### config.mk
export PLATFORM = sky130hd
export DESIGN_NAME = ltl_formula_tokenizer_top
export DESIGN_NICKNAME = d
export VERILOG_FILES = /design/src/rtl/ltl_tok_pkg.sv /design/src/rtl/ltl_tok_core.sv /design/src/rtl/ltl_tok_outq.sv /design/src/rtl/ltl_formula_tokenizer_top.sv
export SDC_FILE = /design/constraint.sdc
export NUM_CORES = 1
export LEC_CHECK = 0
export BUFFER_PORTS_ARGS = -buffer_cell sky130_fd_sc_hd__buf_4
export CAP_MARGIN = 20
export CORE_ASPECT_RATIO = 0.7
export CORE_MARGIN = 4
export CORE_UTILIZATION = 60
export CTS_BUF_LIST = sky130_fd_sc_hd__clkbuf_4 sky130_fd_sc_hd__clkbuf_8
export CTS_CLUSTER_DIAMETER = 50
export CTS_CLUSTER_SIZE = 14
export DETAILED_ROUTE_END_ITERATION = 8
export GPL_ROUTABILITY_DRIVEN = 0
export PLACE_DENSITY = 0.83
export SLEW_MARGIN = 20
export SYNTH_ARGS = -nofsm -noshare
export SYNTH_HDL_FRONTEND = slang
export SYNTH_HIERARCHICAL = 1
export SYNTH_SLANG_ARGS = --single-unit
### constraint.sdc
create_clock -name clk -period 15.9 [get_ports clk]
set_clock_uncertainty 0.1 [all_clocks]
set_input_delay 0.795 -clock clk [delete_from_list [all_inputs] [get_ports clk]]
set_output_delay 0.795 -clock clk [all_outputs]
set_load 0.05 [all_outputs]
### src/rtl/ltl_tok_pkg.sv
// Shared types, character codes and helper functions for the LTL formula tokenizer.
// Used by ltl_tok_core, ltl_tok_outq and ltl_formula_tokenizer_top. No dependencies.
package ltl_tok_pkg;

    // Default limits for the saturating length and position counters.
    localparam int LENGTH_LIMIT_DEF   = 255;
    localparam int POSITION_LIMIT_DEF = 65535;

    // Fixed field widths of a result item.
    localparam int KIND_W    = 5;
    localparam int VALUE_W   = 31;
    localparam int START_W   = 16;
    localparam int LEN_OUT_W = 8;

    localparam logic [VALUE_W-1:0] NUM_MAX = 31'h7FFF_FFFF;

    // Character codes.
    localparam logic [7:0] CH_NUL    = 8'h00;
    localparam logic [7:0] CH_SPACE  = 8'h20;
    localparam logic [7:0] CH_TAB    = 8'h09;
    localparam logic [7:0] CH_CR     = 8'h0D;
    localparam logic [7:0] CH_BANG   = 8'h21;
    localparam logic [7:0] CH_AMP    = 8'h26;
    localparam logic [7:0] CH_LPAREN = 8'h28;
    localparam logic [7:0] CH_RPAREN = 8'h29;
    localparam logic [7:0] CH_PLUS   = 8'h2B;
    localparam logic [7:0] CH_MINUS  = 8'h2D;
    localparam logic [7:0] CH_SLASH  = 8'h2F;
    localparam logic [7:0] CH_ZERO   = 8'h30;
    localparam logic [7:0] CH_NINE   = 8'h39;
    localparam logic [7:0] CH_LT     = 8'h3C;
    localparam logic [7:0] CH_EQ     = 8'h3D;
    localparam logic [7:0] CH_GT     = 8'h3E;
    localparam logic [7:0] CH_UP_A   = 8'h41;
    localparam logic [7:0] CH_UP_Z   = 8'h5A;
    localparam logic [7:0] CH_R      = 8'h52;
    localparam logic [7:0] CH_U      = 8'h55;
    localparam logic [7:0] CH_X      = 8'h58;
    localparam logic [7:0] CH_LBRACK = 8'h5B;
    localparam logic [7:0] CH_BSLASH = 8'h5C;
    localparam logic [7:0] CH_RBRACK = 8'h5D;
    localparam logic [7:0] CH_LO_A   = 8'h61;
    localparam logic [7:0] CH_LO_F   = 8'h66;
    localparam logic [7:0] CH_LO_T   = 8'h74;
    localparam logic [7:0] CH_LO_Z   = 8'h7A;
    localparam logic [7:0] CH_BAR    = 8'h7C;

    // What is held while the next character decides the token.
    typedef enum logic [3:0] {
        M_IDLE,
        M_ID,
        M_NUM,
        M_MINUS,
        M_SLASH,
        M_BSLASH,
        M_LBRACK,
        M_LESS,
        M_GREATER
    } mode_t;

    // Partial match of an identifier against tt and ff.
    typedef enum logic [2:0] {
        B_NONE,
        B_T,
        B_TT,
        B_F,
        B_FF
    } bmatch_t;

    typedef enum logic [KIND_W-1:0] {
        K_END        = 5'd0,
        K_ID         = 5'd1,
        K_BOOL       = 5'd2,
        K_DIGITS     = 5'd3,
        K_NOT        = 5'd4,
        K_UNTIL      = 5'd5,
        K_RELEASE    = 5'd6,
        K_NEXT       = 5'd7,
        K_AND        = 5'd8,
        K_OR         = 5'd9,
        K_LPAREN     = 5'd10,
        K_RPAREN     = 5'd11,
        K_EQ         = 5'd12,
        K_PLUS       = 5'd13,
        K_MINUS      = 5'd14,
        K_IMPLIES    = 5'd15,
        K_WEDGE      = 5'd16,
        K_VEE        = 5'd17,
        K_ALWAYS     = 5'd18,
        K_EVENTUALLY = 5'd19,
        K_LT         = 5'd20,
        K_LE         = 5'd21,
        K_GT         = 5'd22,
        K_GE         = 5'd23,
        K_UNKNOWN    = 5'd24
    } kind_t;

    // One result item.
    typedef struct packed {
        kind_t                kind;
        logic [VALUE_W-1:0]   value;
        logic                 ovf;
        logic                 bval;
        logic [START_W-1:0]   start;
        logic [LEN_OUT_W-1:0] len;
        logic                 last;
    } tok_res_t;

    // Results produced by one step, handed to the output queue.
    typedef struct packed {
        logic [1:0] cnt;
        tok_res_t   res0;
        tok_res_t   res1;
    } tok_push_t;

    function automatic logic is_letter(input logic [7:0] c);
        return (c >= CH_LO_A && c <= CH_LO_Z) || (c >= CH_UP_A && c <= CH_UP_Z);
    endfunction

    function automatic logic is_digit(input logic [7:0] c);
        return c >= CH_ZERO && c <= CH_NINE;
    endfunction

    function automatic logic is_space(input logic [7:0] c);
        return c == CH_SPACE || (c >= CH_TAB && c <= CH_CR);
    endfunction

    // Token of an undecided operator prefix when its partner does not follow.
    function automatic kind_t single_kind(input mode_t m);
        kind_t k;
        case (m)
            M_MINUS:   k = K_MINUS;
            M_LESS:    k = K_LT;
            M_GREATER: k = K_GT;
            default:   k = K_UNKNOWN;
        endcase
        return k;
    endfunction

    // Two-character operator formed by the pending prefix and c; K_END if none.
    function automatic kind_t pair_kind(input mode_t m, input logic [7:0] c);
        kind_t k;
        k = K_END;
        case (m)
            M_MINUS:   if (c == CH_GT) k = K_IMPLIES;
            M_SLASH:   if (c == CH_BSLASH) k = K_WEDGE;
            M_BSLASH:  if (c == CH_SLASH) k = K_VEE;
            M_LBRACK:  if (c == CH_RBRACK) k = K_ALWAYS;
            M_LESS:
            begin
                if (c == CH_GT)
                    k = K_EVENTUALLY;
                else if (c == CH_EQ)
                    k = K_LE;
            end
            M_GREATER: if (c == CH_EQ) k = K_GE;
            default:   k = K_END;
        endcase
        return k;
    endfunction

endpackage

### src/rtl/ltl_tok_core.sv
// Tokenizer state registers and the single-step scan logic for one character.
// Depends on ltl_tok_pkg.
module ltl_tok_core
    import ltl_tok_pkg::*;
#(
    parameter int LENGTH_LIMIT   = LENGTH_LIMIT_DEF,
    parameter int POSITION_LIMIT = POSITION_LIMIT_DEF
)
(
    input  logic       clk,
    input  logic       rst_n,
    input  logic       step_en,
    input  logic [7:0] ch,
    input  logic       end_of_text,
    output tok_push_t  push
);

    localparam int LW = $clog2(LENGTH_LIMIT + 1);
    localparam int PW = $clog2(POSITION_LIMIT + 1);

    mode_t              mode_reg, mode_next;
    bmatch_t            bm_reg, bm_next;
    logic [VALUE_W-1:0] acc_reg, acc_next;
    logic               sat_reg, sat_next;
    logic [LW-1:0]      run_len_reg, run_len_next;
    logic [PW-1:0]      run_start_reg, run_start_next;
    logic [PW-1:0]      pos_reg, pos_next;

    logic               eot;
    logic               pend;
    logic               cont;
    logic               pair;
    kind_t              pk;
    mode_t              fresh_mode;
    kind_t              fresh_kind;
    logic               fresh_emit;
    logic [34:0]        acc_x10;
    logic               acc_over;
    logic [LW-1:0]      run_len_inc;
    logic [PW-1:0]      pos_inc;
    tok_res_t           flush_res;
    tok_res_t           fresh_res;
    tok_res_t           pair_res;
    tok_res_t           end_res;

    // Classification of the current character against the pending token.
    assign eot  = end_of_text || (ch == CH_NUL);
    assign pend = (mode_reg != M_IDLE);
    assign pk   = pair_kind(mode_reg, ch);
    assign pair = (pk != K_END);
    assign cont = ((mode_reg == M_ID) && (is_letter(ch) || is_digit(ch)))
               || ((mode_reg == M_NUM) && is_digit(ch));

    // Saturating counters.
    assign run_len_inc = (run_len_reg < LW'(LENGTH_LIMIT)) ? run_len_reg + 1'b1 : run_len_reg;
    assign pos_inc     = (pos_reg < PW'(POSITION_LIMIT)) ? pos_reg + 1'b1 : pos_reg;

    // Decimal accumulate: acc * 10 + digit, checked against the saturation limit.
    assign acc_x10  = ({4'd0, acc_reg} << 3) + ({4'd0, acc_reg} << 1) + {31'd0, ch[3:0]};
    assign acc_over = (acc_x10 > {4'd0, NUM_MAX});

    // How the character is scanned when nothing is pending.
    always_comb
    begin
        fresh_mode = M_IDLE;
        fresh_kind = K_UNKNOWN;
        fresh_emit = 1'b0;
        if (!is_space(ch))
        begin
            if (is_letter(ch) && ch != CH_X && ch != CH_U && ch != CH_R)
            begin
                fresh_mode = M_ID;
            end
            else if (is_digit(ch))
            begin
                fresh_mode = M_NUM;
            end
            else
            begin
                case (ch)
                    CH_MINUS:  fresh_mode = M_MINUS;
                    CH_SLASH:  fresh_mode = M_SLASH;
                    CH_BSLASH: fresh_mode = M_BSLASH;
                    CH_LBRACK: fresh_mode = M_LBRACK;
                    CH_LT:     fresh_mode = M_LESS;
                    CH_GT:     fresh_mode = M_GREATER;
                    CH_BANG:   fresh_kind = K_NOT;
                    CH_U:      fresh_kind = K_UNTIL;
                    CH_R:      fresh_kind = K_RELEASE;
                    CH_X:      fresh_kind = K_NEXT;
                    CH_AMP:    fresh_kind = K_AND;
                    CH_BAR:    fresh_kind = K_OR;
                    CH_LPAREN: fresh_kind = K_LPAREN;
                    CH_RPAREN: fresh_kind = K_RPAREN;
                    CH_EQ:     fresh_kind = K_EQ;
                    CH_PLUS:   fresh_kind = K_PLUS;
                    default:   fresh_kind = K_UNKNOWN;
                endcase
                fresh_emit = (fresh_mode == M_IDLE);
            end
        end
    end

    // Candidate result items.
    always_comb
    begin
        flush_res       = '0;
        flush_res.start = START_W'(run_start_reg);
        flush_res.len   = LEN_OUT_W'(1);
        case (mode_reg)
            M_ID:
            begin
                flush_res.len = LEN_OUT_W'(run_len_reg);
                if (bm_reg == B_TT || bm_reg == B_FF)
                begin
                    flush_res.kind = K_BOOL;
                    flush_res.bval = (bm_reg == B_TT);
                end
                else
                begin
                    flush_res.kind = K_ID;
                end
            end
            M_NUM:
            begin
                flush_res.kind  = K_DIGITS;
                flush_res.value = acc_reg;
                flush_res.ovf   = sat_reg;
                flush_res.len   = LEN_OUT_W'(run_len_reg);
            end
            default:
            begin
                flush_res.kind = single_kind(mode_reg);
            end
        endcase

        fresh_res       = '0;
        fresh_res.kind  = fresh_kind;
        fresh_res.start = START_W'(pos_reg);
        fresh_res.len   = LEN_OUT_W'(1);
        fresh_res.last  = 1'b1;

        pair_res        = '0;
        pair_res.kind   = pk;
        pair_res.start  = START_W'(run_start_reg);
        pair_res.len    = LEN_OUT_W'(2);
        pair_res.last   = 1'b1;

        end_res         = '0;
        end_res.kind    = K_END;
        end_res.start   = START_W'(pos_reg);
        end_res.last    = 1'b1;
    end

    // Result selection for this step.
    always_comb
    begin
        push.cnt  = 2'd0;
        push.res0 = flush_res;
        push.res1 = end_res;
        if (eot)
        begin
            if (pend)
            begin
                push.cnt = 2'd2;
            end
            else
            begin
                push.res0 = end_res;
                push.cnt  = 2'd1;
            end
        end
        else if (cont)
        begin
            push.cnt = 2'd0;
        end
        else if (pair)
        begin
            push.res0 = pair_res;
            push.cnt  = 2'd1;
        end
        else if (pend && fresh_emit)
        begin
            push.res1 = fresh_res;
            push.cnt  = 2'd2;
        end
        else if (pend)
        begin
            push.res0.last = 1'b1;
            push.cnt       = 2'd1;
        end
        else if (fresh_emit)
        begin
            push.res0 = fresh_res;
            push.cnt  = 2'd1;
        end
        if (!step_en)
        begin
            push.cnt = 2'd0;
        end
    end

    // Next tokenizer state.
    always_comb
    begin
        mode_next      = mode_reg;
        bm_next        = bm_reg;
        acc_next       = acc_reg;
        sat_next       = sat_reg;
        run_len_next   = run_len_reg;
        run_start_next = run_start_reg;
        pos_next       = pos_inc;
        if (eot)
        begin
            mode_next      = M_IDLE;
            bm_next        = B_NONE;
            acc_next       = '0;
            sat_next       = 1'b0;
            run_len_next   = '0;
            run_start_next = '0;
            pos_next       = '0;
        end
        else if (cont)
        begin
            run_len_next = run_len_inc;
            if (mode_reg == M_ID)
            begin
                if (bm_reg == B_T && ch == CH_LO_T)
                    bm_next = B_TT;
                else if (bm_reg == B_F && ch == CH_LO_F)
                    bm_next = B_FF;
                else
                    bm_next = B_NONE;
            end
            else if (!sat_reg)
            begin
                if (acc_over)
                begin
                    acc_next = NUM_MAX;
                    sat_next = 1'b1;
                end
                else
                begin
                    acc_next = acc_x10[VALUE_W-1:0];
                end
            end
        end
        else if (pair)
        begin
            mode_next = M_IDLE;
        end
        else
        begin
            mode_next = fresh_mode;
            if (fresh_mode != M_IDLE)
            begin
                run_start_next = pos_reg;
                run_len_next   = LW'(1);
            end
            if (fresh_mode == M_ID)
            begin
                if (ch == CH_LO_T)
                    bm_next = B_T;
                else if (ch == CH_LO_F)
                    bm_next = B_F;
                else
                    bm_next = B_NONE;
            end
            if (fresh_mode == M_NUM)
            begin
                acc_next = {27'd0, ch[3:0]};
                sat_next = 1'b0;
            end
        end
    end

    // State registers advance once per consumed item.
    always_ff @(posedge clk or negedge rst_n)
    begin
        if (!rst_n)
        begin
            mode_reg      <= M_IDLE;
            bm_reg        <= B_NONE;
            acc_reg       <= '0;
            sat_reg       <= 1'b0;
            run_len_reg   <= '0;
            run_start_reg <= '0;
            pos_reg       <= '0;
        end
        else if (step_en)
        begin
            mode_reg      <= mode_next;
            bm_reg        <= bm_next;
            acc_reg       <= acc_next;
            sat_reg       <= sat_next;
            run_len_reg   <= run_len_next;
            run_start_reg <= run_start_next;
            pos_reg       <= pos_next;
        end
    end

endmodule

### src/rtl/ltl_tok_outq.sv
// Three-entry result queue: takes up to two result items per cycle, gives one.
// Depends on ltl_tok_pkg.
module ltl_tok_outq
    import ltl_tok_pkg::*;
(
    input  logic      clk,
    input  logic      rst_n,
    input  tok_push_t push,
    input  logic      pop_ready,
    output logic      room,
    output logic      head_valid,
    output tok_res_t  head
);

    localparam logic [1:0] LAST_SLOT = 2'd2;

    tok_res_t   entries_reg [3];
    logic [1:0] wr_ptr_reg, wr_ptr_next;
    logic [1:0] rd_ptr_reg, rd_ptr_next;
    logic [1:0] count_reg, count_next;
    logic [1:0] wr_ptr_plus1;
    logic [1:0] wr_ptr_plus2;
    logic       pop_fire;

    function automatic logic [1:0] ptr_inc(input logic [1:0] p);
        return (p == LAST_SLOT) ? 2'd0 : p + 2'd1;
    endfunction

    // Room for a two-result step even if nothing leaves this cycle.
    assign room       = (count_reg <= 2'd1);
    assign head_valid = (count_reg != 2'd0);
    assign head       = entries_reg[rd_ptr_reg];
    assign pop_fire   = head_valid && pop_ready;

    assign wr_ptr_plus1 = ptr_inc(wr_ptr_reg);
    assign wr_ptr_plus2 = ptr_inc(wr_ptr_plus1);

    // Pointer and occupancy update.
    always_comb
    begin
        count_next  = count_reg + push.cnt - {1'b0, pop_fire};
        rd_ptr_next = pop_fire ? ptr_inc(rd_ptr_reg) : rd_ptr_reg;
        case (push.cnt)
            2'd1:    wr_ptr_next = wr_ptr_plus1;
            2'd2:    wr_ptr_next = wr_ptr_plus2;
            default: wr_ptr_next = wr_ptr_reg;
        endcase
    end

    always_ff @(posedge clk or negedge rst_n)
    begin
        if (!rst_n)
        begin
            wr_ptr_reg <= 2'd0;
            rd_ptr_reg <= 2'd0;
            count_reg  <= 2'd0;
        end
        else
        begin
            wr_ptr_reg <= wr_ptr_next;
            rd_ptr_reg <= rd_ptr_next;
            count_reg  <= count_next;
        end
    end

    // Entry storage.
    always_ff @(posedge clk)
    begin
        if (push.cnt != 2'd0)
        begin
            entries_reg[wr_ptr_reg] <= push.res0;
        end
        if (push.cnt == 2'd2)
        begin
            entries_reg[wr_ptr_plus1] <= push.res1;
        end
    end

endmodule

### src/rtl/ltl_formula_tokenizer_top.sv
// Top level of the LTL formula tokenizer: input register, scan core and result queue.
// Depends on ltl_tok_pkg, ltl_tok_core and ltl_tok_outq.
//
//   Channel | Handshake            | Payload
//   --------+----------------------+---------------------------------------------------
//   in      | in_valid / in_ready  | ch, end_of_text
//   out     | out_valid / out_ready| token_kind, number_value, number_overflow,
//           |                      | bool_value, token_start, token_length, last
//
// One character item is accepted per cycle unless the input register holds an item
// that waits for room in the result queue. An accepted item is scanned from the input
// register once the queue has room, and its results enter the queue when it is scanned.
// The three-entry result queue sets the rate: an item is scanned only while the queue
// holds at most one result, so items that give two tokens, or a stalled output,
// hold the input until the queue has drained.
// Reset clears the tokenizer state, the input register and the queue.
module ltl_formula_tokenizer_top
    import ltl_tok_pkg::*;
#(
    parameter int LENGTH_LIMIT   = LENGTH_LIMIT_DEF,
    parameter int POSITION_LIMIT = POSITION_LIMIT_DEF
)
(
    input  logic                 clk,
    input  logic                 rst_n,
    input  logic                 in_valid,
    output logic                 in_ready,
    input  logic [7:0]           ch,
    input  logic                 end_of_text,
    output logic                 out_valid,
    input  logic                 out_ready,
    output logic [KIND_W-1:0]    token_kind,
    output logic [VALUE_W-1:0]   number_value,
    output logic                 number_overflow,
    output logic                 bool_value,
    output logic [START_W-1:0]   token_start,
    output logic [LEN_OUT_W-1:0] token_length,
    output logic                 last
);

    logic       in_valid_reg, in_valid_next;
    logic [7:0] ch_reg;
    logic       eot_reg;
    logic       room;
    logic       step_en;
    tok_push_t  push;
    tok_res_t   head;

    // Input register: refilled whenever its item is consumed or it is empty.
    assign step_en       = in_valid_reg && room;
    assign in_ready      = !in_valid_reg || step_en;
    assign in_valid_next = in_ready ? in_valid : in_valid_reg;

    always_ff @(posedge clk or negedge rst_n)
    begin
        if (!rst_n)
        begin
            in_valid_reg <= 1'b0;
        end
        else
        begin
            in_valid_reg <= in_valid_next;
        end
    end

    always_ff @(posedge clk)
    begin
        if (in_valid && in_ready)
        begin
            ch_reg  <= ch;
            eot_reg <= end_of_text;
        end
    end

    // Scan core.
    ltl_tok_core #(
        .LENGTH_LIMIT   (LENGTH_LIMIT),
        .POSITION_LIMIT (POSITION_LIMIT)
    ) u_core (
        .clk         (clk),
        .rst_n       (rst_n),
        .step_en     (step_en),
        .ch          (ch_reg),
        .end_of_text (eot_reg),
        .push        (push)
    );

    // Result queue.
    ltl_tok_outq u_outq (
        .clk        (clk),
        .rst_n      (rst_n),
        .push       (push),
        .pop_ready  (out_ready),
        .room       (room),
        .head_valid (out_valid),
        .head       (head)
    );

    assign token_kind      = head.kind;
    assign number_value    = head.value;
    assign number_overflow = head.ovf;
    assign bool_value      = head.bval;
    assign token_start     = head.start;
    assign token_length    = head.len;
    assign last            = head.last;

    // An end item always yields at least its end token.
    assert property (@(posedge clk) disable iff (!rst_n)
        (step_en && eot_reg) |-> (push.cnt != 2'd0))
        else $error("end item produced no result");

    // Only the final result of a step carries last.
    assert property (@(posedge clk) disable iff (!rst_n)
        (push.cnt == 2'd2) |-> (push.res1.last && !push.res0.last))
        else $error("last flag misplaced on a two-result step");

    assert property (@(posedge clk) disable iff (!rst_n)
        (push.cnt == 2'd1) |-> push.res0.last)
        else $error("single result of a step lacks last");

    // Nothing is pushed while the scan is stalled.
    assert property (@(posedge clk) disable iff (!rst_n)
        !step_en |-> (push.cnt == 2'd0))
        else $error("result pushed without a consumed item");

    // An end token closes its item and has no length.
    assert property (@(posedge clk) disable iff (!rst_n)
        (out_valid && token_kind == K_END) |-> (last && token_length == '0))
        else $error("malformed end token");

endmodule
==> impl_metrics.ini <==
[status]
status = completed

[worst_setup_path]
rr_worst_depth = 13
r2r_slack_ns = 9.78
cp.arrival_ns = 6.38
cp_common_cell = nand2_1
path_class = reg -> reg
critPathMaxFanout = 47
crit_path_cell_trace = or4_1 -> o221ai_1 -> o22ai_1 -> nand2_1 -> nand2_1 -> nor3_1 -> nand2_1 -> a21boi_0 -> ha_1 -> nor3b_4 -> buf_4 -> buf_4 -> mux2_2
cp.required_ns = 16.16
r2r-start = ch_reg[1]
path_buf_inv = 2
worstReg2RegEnd = u_outq/entries_reg[1][1]
crit_family = simple AND/OR/NAND/NOR gates
crit_path_end_kind = flip-flop
slowest_delay_ns = 0.83
critPathLaunchType = flip-flop
cp_slowest_cell = buf_4

[placed_design]
detailed_place.area_um2 = 18500
place_ws_ns = 9.75
numPortBuffers = 77
dpl.hpwl_mm = 27.2
dp_cells = 1951

[timing]
period_minus_slack_ns = 6.12
final.setup.tns_ns = 0
rsz0062_at_grt = no
max_freq_mhz = 163
whs_ns = 0.277
maxSlewHeadroom = 0.298
min_period_over_period = 0.385
hold_violations = 0
setup_viol = 0
worst_pin_slew_ns = 1.05
setup_slack_ns = 9.78
slew_viol_final = 0

[routing]
wl_per_cell_um = 20.4
ant_nets = 0
wl_met1_mm = 18.2
routed-via-count = 12500
avgViaCountPerCell = 6.23
drt_iter0_drc = 1185
wl_met3_mm = 3.53
routed.top_layer = met5
drc = 0
met2_length_mm = 18.1
routed_wl_mm = 40.8
drtPass1Iterations = 5

[die]
die_area_um2 = 33000
core_area_um2 = 29300
die_h_um = 153
row_count = 52
die_w_um = 215
pin_count = 78
start_util = 0.617

[power]
swShare = 0.435
total_power_mw = 2.94
p_seq_frac = 0.380
internal_power_mw = 1.66
power_frac_clock = 0.172
ir_drop_mv = 0.0998
switchingPower_mw = 1.28
p_leak_nw = 8.22
combPwrFrac = 0.448
p_per_area_nw_per_um2 = 154

[global_route]
grtUsageTotal = 0.242
grt_overflow = 0
antenna_found_initial = 1
grt_max_degree = 91
grt_pass1_wl_mm = 65.8
grt_pass1_vias = 12300

[clock_network]
htreeDepth = 1
cts_tree = yes
clock-sinks = 284
cts_root_buf = clkbuf_8
clockBufferDepth = 3
cts_buffers = 27
clk_latency_ns = 0.61
clkSlewWorstSetupHoldPaths_ns = 0.09
cts_resized = 0

[cells_and_area]
layout-drive-gt1-share = 0.236
fin_nets = 1687
area_growth_pct = 5.75
mostFrequentLayoutCell = edfxtp_1
design_area_um2 = 19100
largest_reg_flops = 189
fillers = 2155
layout_common_cells = edfxtp_1, nand2_1, o21ai_0
fin_cells = 2004
utilization = 0.653

[synthesis]
synthCells = 1572
synthesis.area_um2 = 18100
synth_ff_type = edfxtp_1
synthArstFlopShare = 0.303
yosysSeqAreaShare = 0.448
avgSynthCellArea_um2 = 11.5
ys.warnings.count = 6
synth-edff-count = 198
synth-seq-cells = 284
synth_cell_types = 86

[worst_hold_path]
hold_depth = 1
hp-start = end_of_text
min_to = eot_reg
hp-class = in -> reg

[job]
drv_cap = 0
==> cell type report <==
class | instances | area, um2 | share of cell area
antenna | 1 | 2.50 | 0.000131
tap | 378 | 473 | 0.0248
multi-input combinational | 1166 | 9070 | 0.475
clock inverter | 11 | 150 | 0.00786
inverter | 28 | 105 | 0.00550
sequential | 284 | 8110 | 0.424
clock buffer | 39 | 468 | 0.0245
timing repair buffer | 97 | 734 | 0.0384
==> worst max-delay path by stage <==
stage                          from                        end  slack, ns  cells after the start
after floorplan           ch_reg[5]   u_outq/entries_reg[1][0]       7.28                     14
after global placement    ch_reg[1]  u_outq/entries_reg[1][15]      10.07                     12
after detailed placement  ch_reg[1]  u_outq/entries_reg[1][21]       9.75                     12
after CTS                 ch_reg[1]  u_outq/entries_reg[1][10]       9.74                     12
after global routing      ch_reg[1]  u_outq/entries_reg[1][62]       9.38                     13
final                     ch_reg[1]   u_outq/entries_reg[1][1]       9.78                     13
==> kinds of logic after synthesis <==
family,Yosys count,synth area share
multiplexers,271,0.189
XOR/XNOR,46,0.0223
adder cells (fa/ha/maj),70,0.0493
flip-flops,284,0.448
buffers and inverters,161,0.0608
other,2,0.000416
AO/OA/AOI/OAI,313,0.113
AND/OR/NAND/NOR,425,0.117
==> power by group through the flow <==
stage / registers (mW) / logic (mW) / clock network, mW
5_1_grt: 1.13 / 1.40 / 0.548
6_report: 1.12 / 1.31 / 0.505
3_3_place_gp: 1.12 / 1.28 / 0
2_1_floorplan: 1.09 / 0.997 / 0
4_1_cts: 1.11 / 1.31 / 0.516
3_5_place_dp: 1.13 / 1.31 / 0
==> layer usage <==
layer,vias to the layer above,GRT usage
met5,-,0
met4,2,0.0573
met3,96,0.0504
met2,535,0.376
met1,6035,0.353
li1,5809,-
==> synthesized netlist by cell type (10+ instances only) <==
cell / count / area [um2]
a21o_1: 14 / 105
a21oi_1: 51 / 255
a221o_1: 27 / 270
and2_1: 42 / 263
and3_1: 11 / 68.8
buf_12: 12 / 240
buf_4: 47 / 353
buf_6: 12 / 135
clkbuf_1: 50 / 188
dfrtp_1: 86 / 2150
edfxtp_1: 198 / 5950
ha_1: 68 / 851
inv_1: 28 / 105
mux2_2: 86 / 968
mux2_4: 119 / 1790
mux2i_1: 66 / 661
nand2_1: 165 / 619
nand2b_1: 12 / 75.1
nand3_1: 24 / 120
nand4_1: 13 / 81.3
nor2_1: 70 / 263
nor3_1: 15 / 75.1
nor4_1: 13 / 81.3
o21a_1: 12 / 90.1
o21ai_0: 127 / 636
or3_1: 10 / 62.6
xnor2_1: 29 / 254
xor2_1: 17 / 149
==> what timing repair did <==
action | CTS | global route
hold buffers | 1 | 0
setup buffers | 0 | 0
hold endpoints to repair | 22 | 0
No activity file was read; power rests on OpenSTA's default activity.
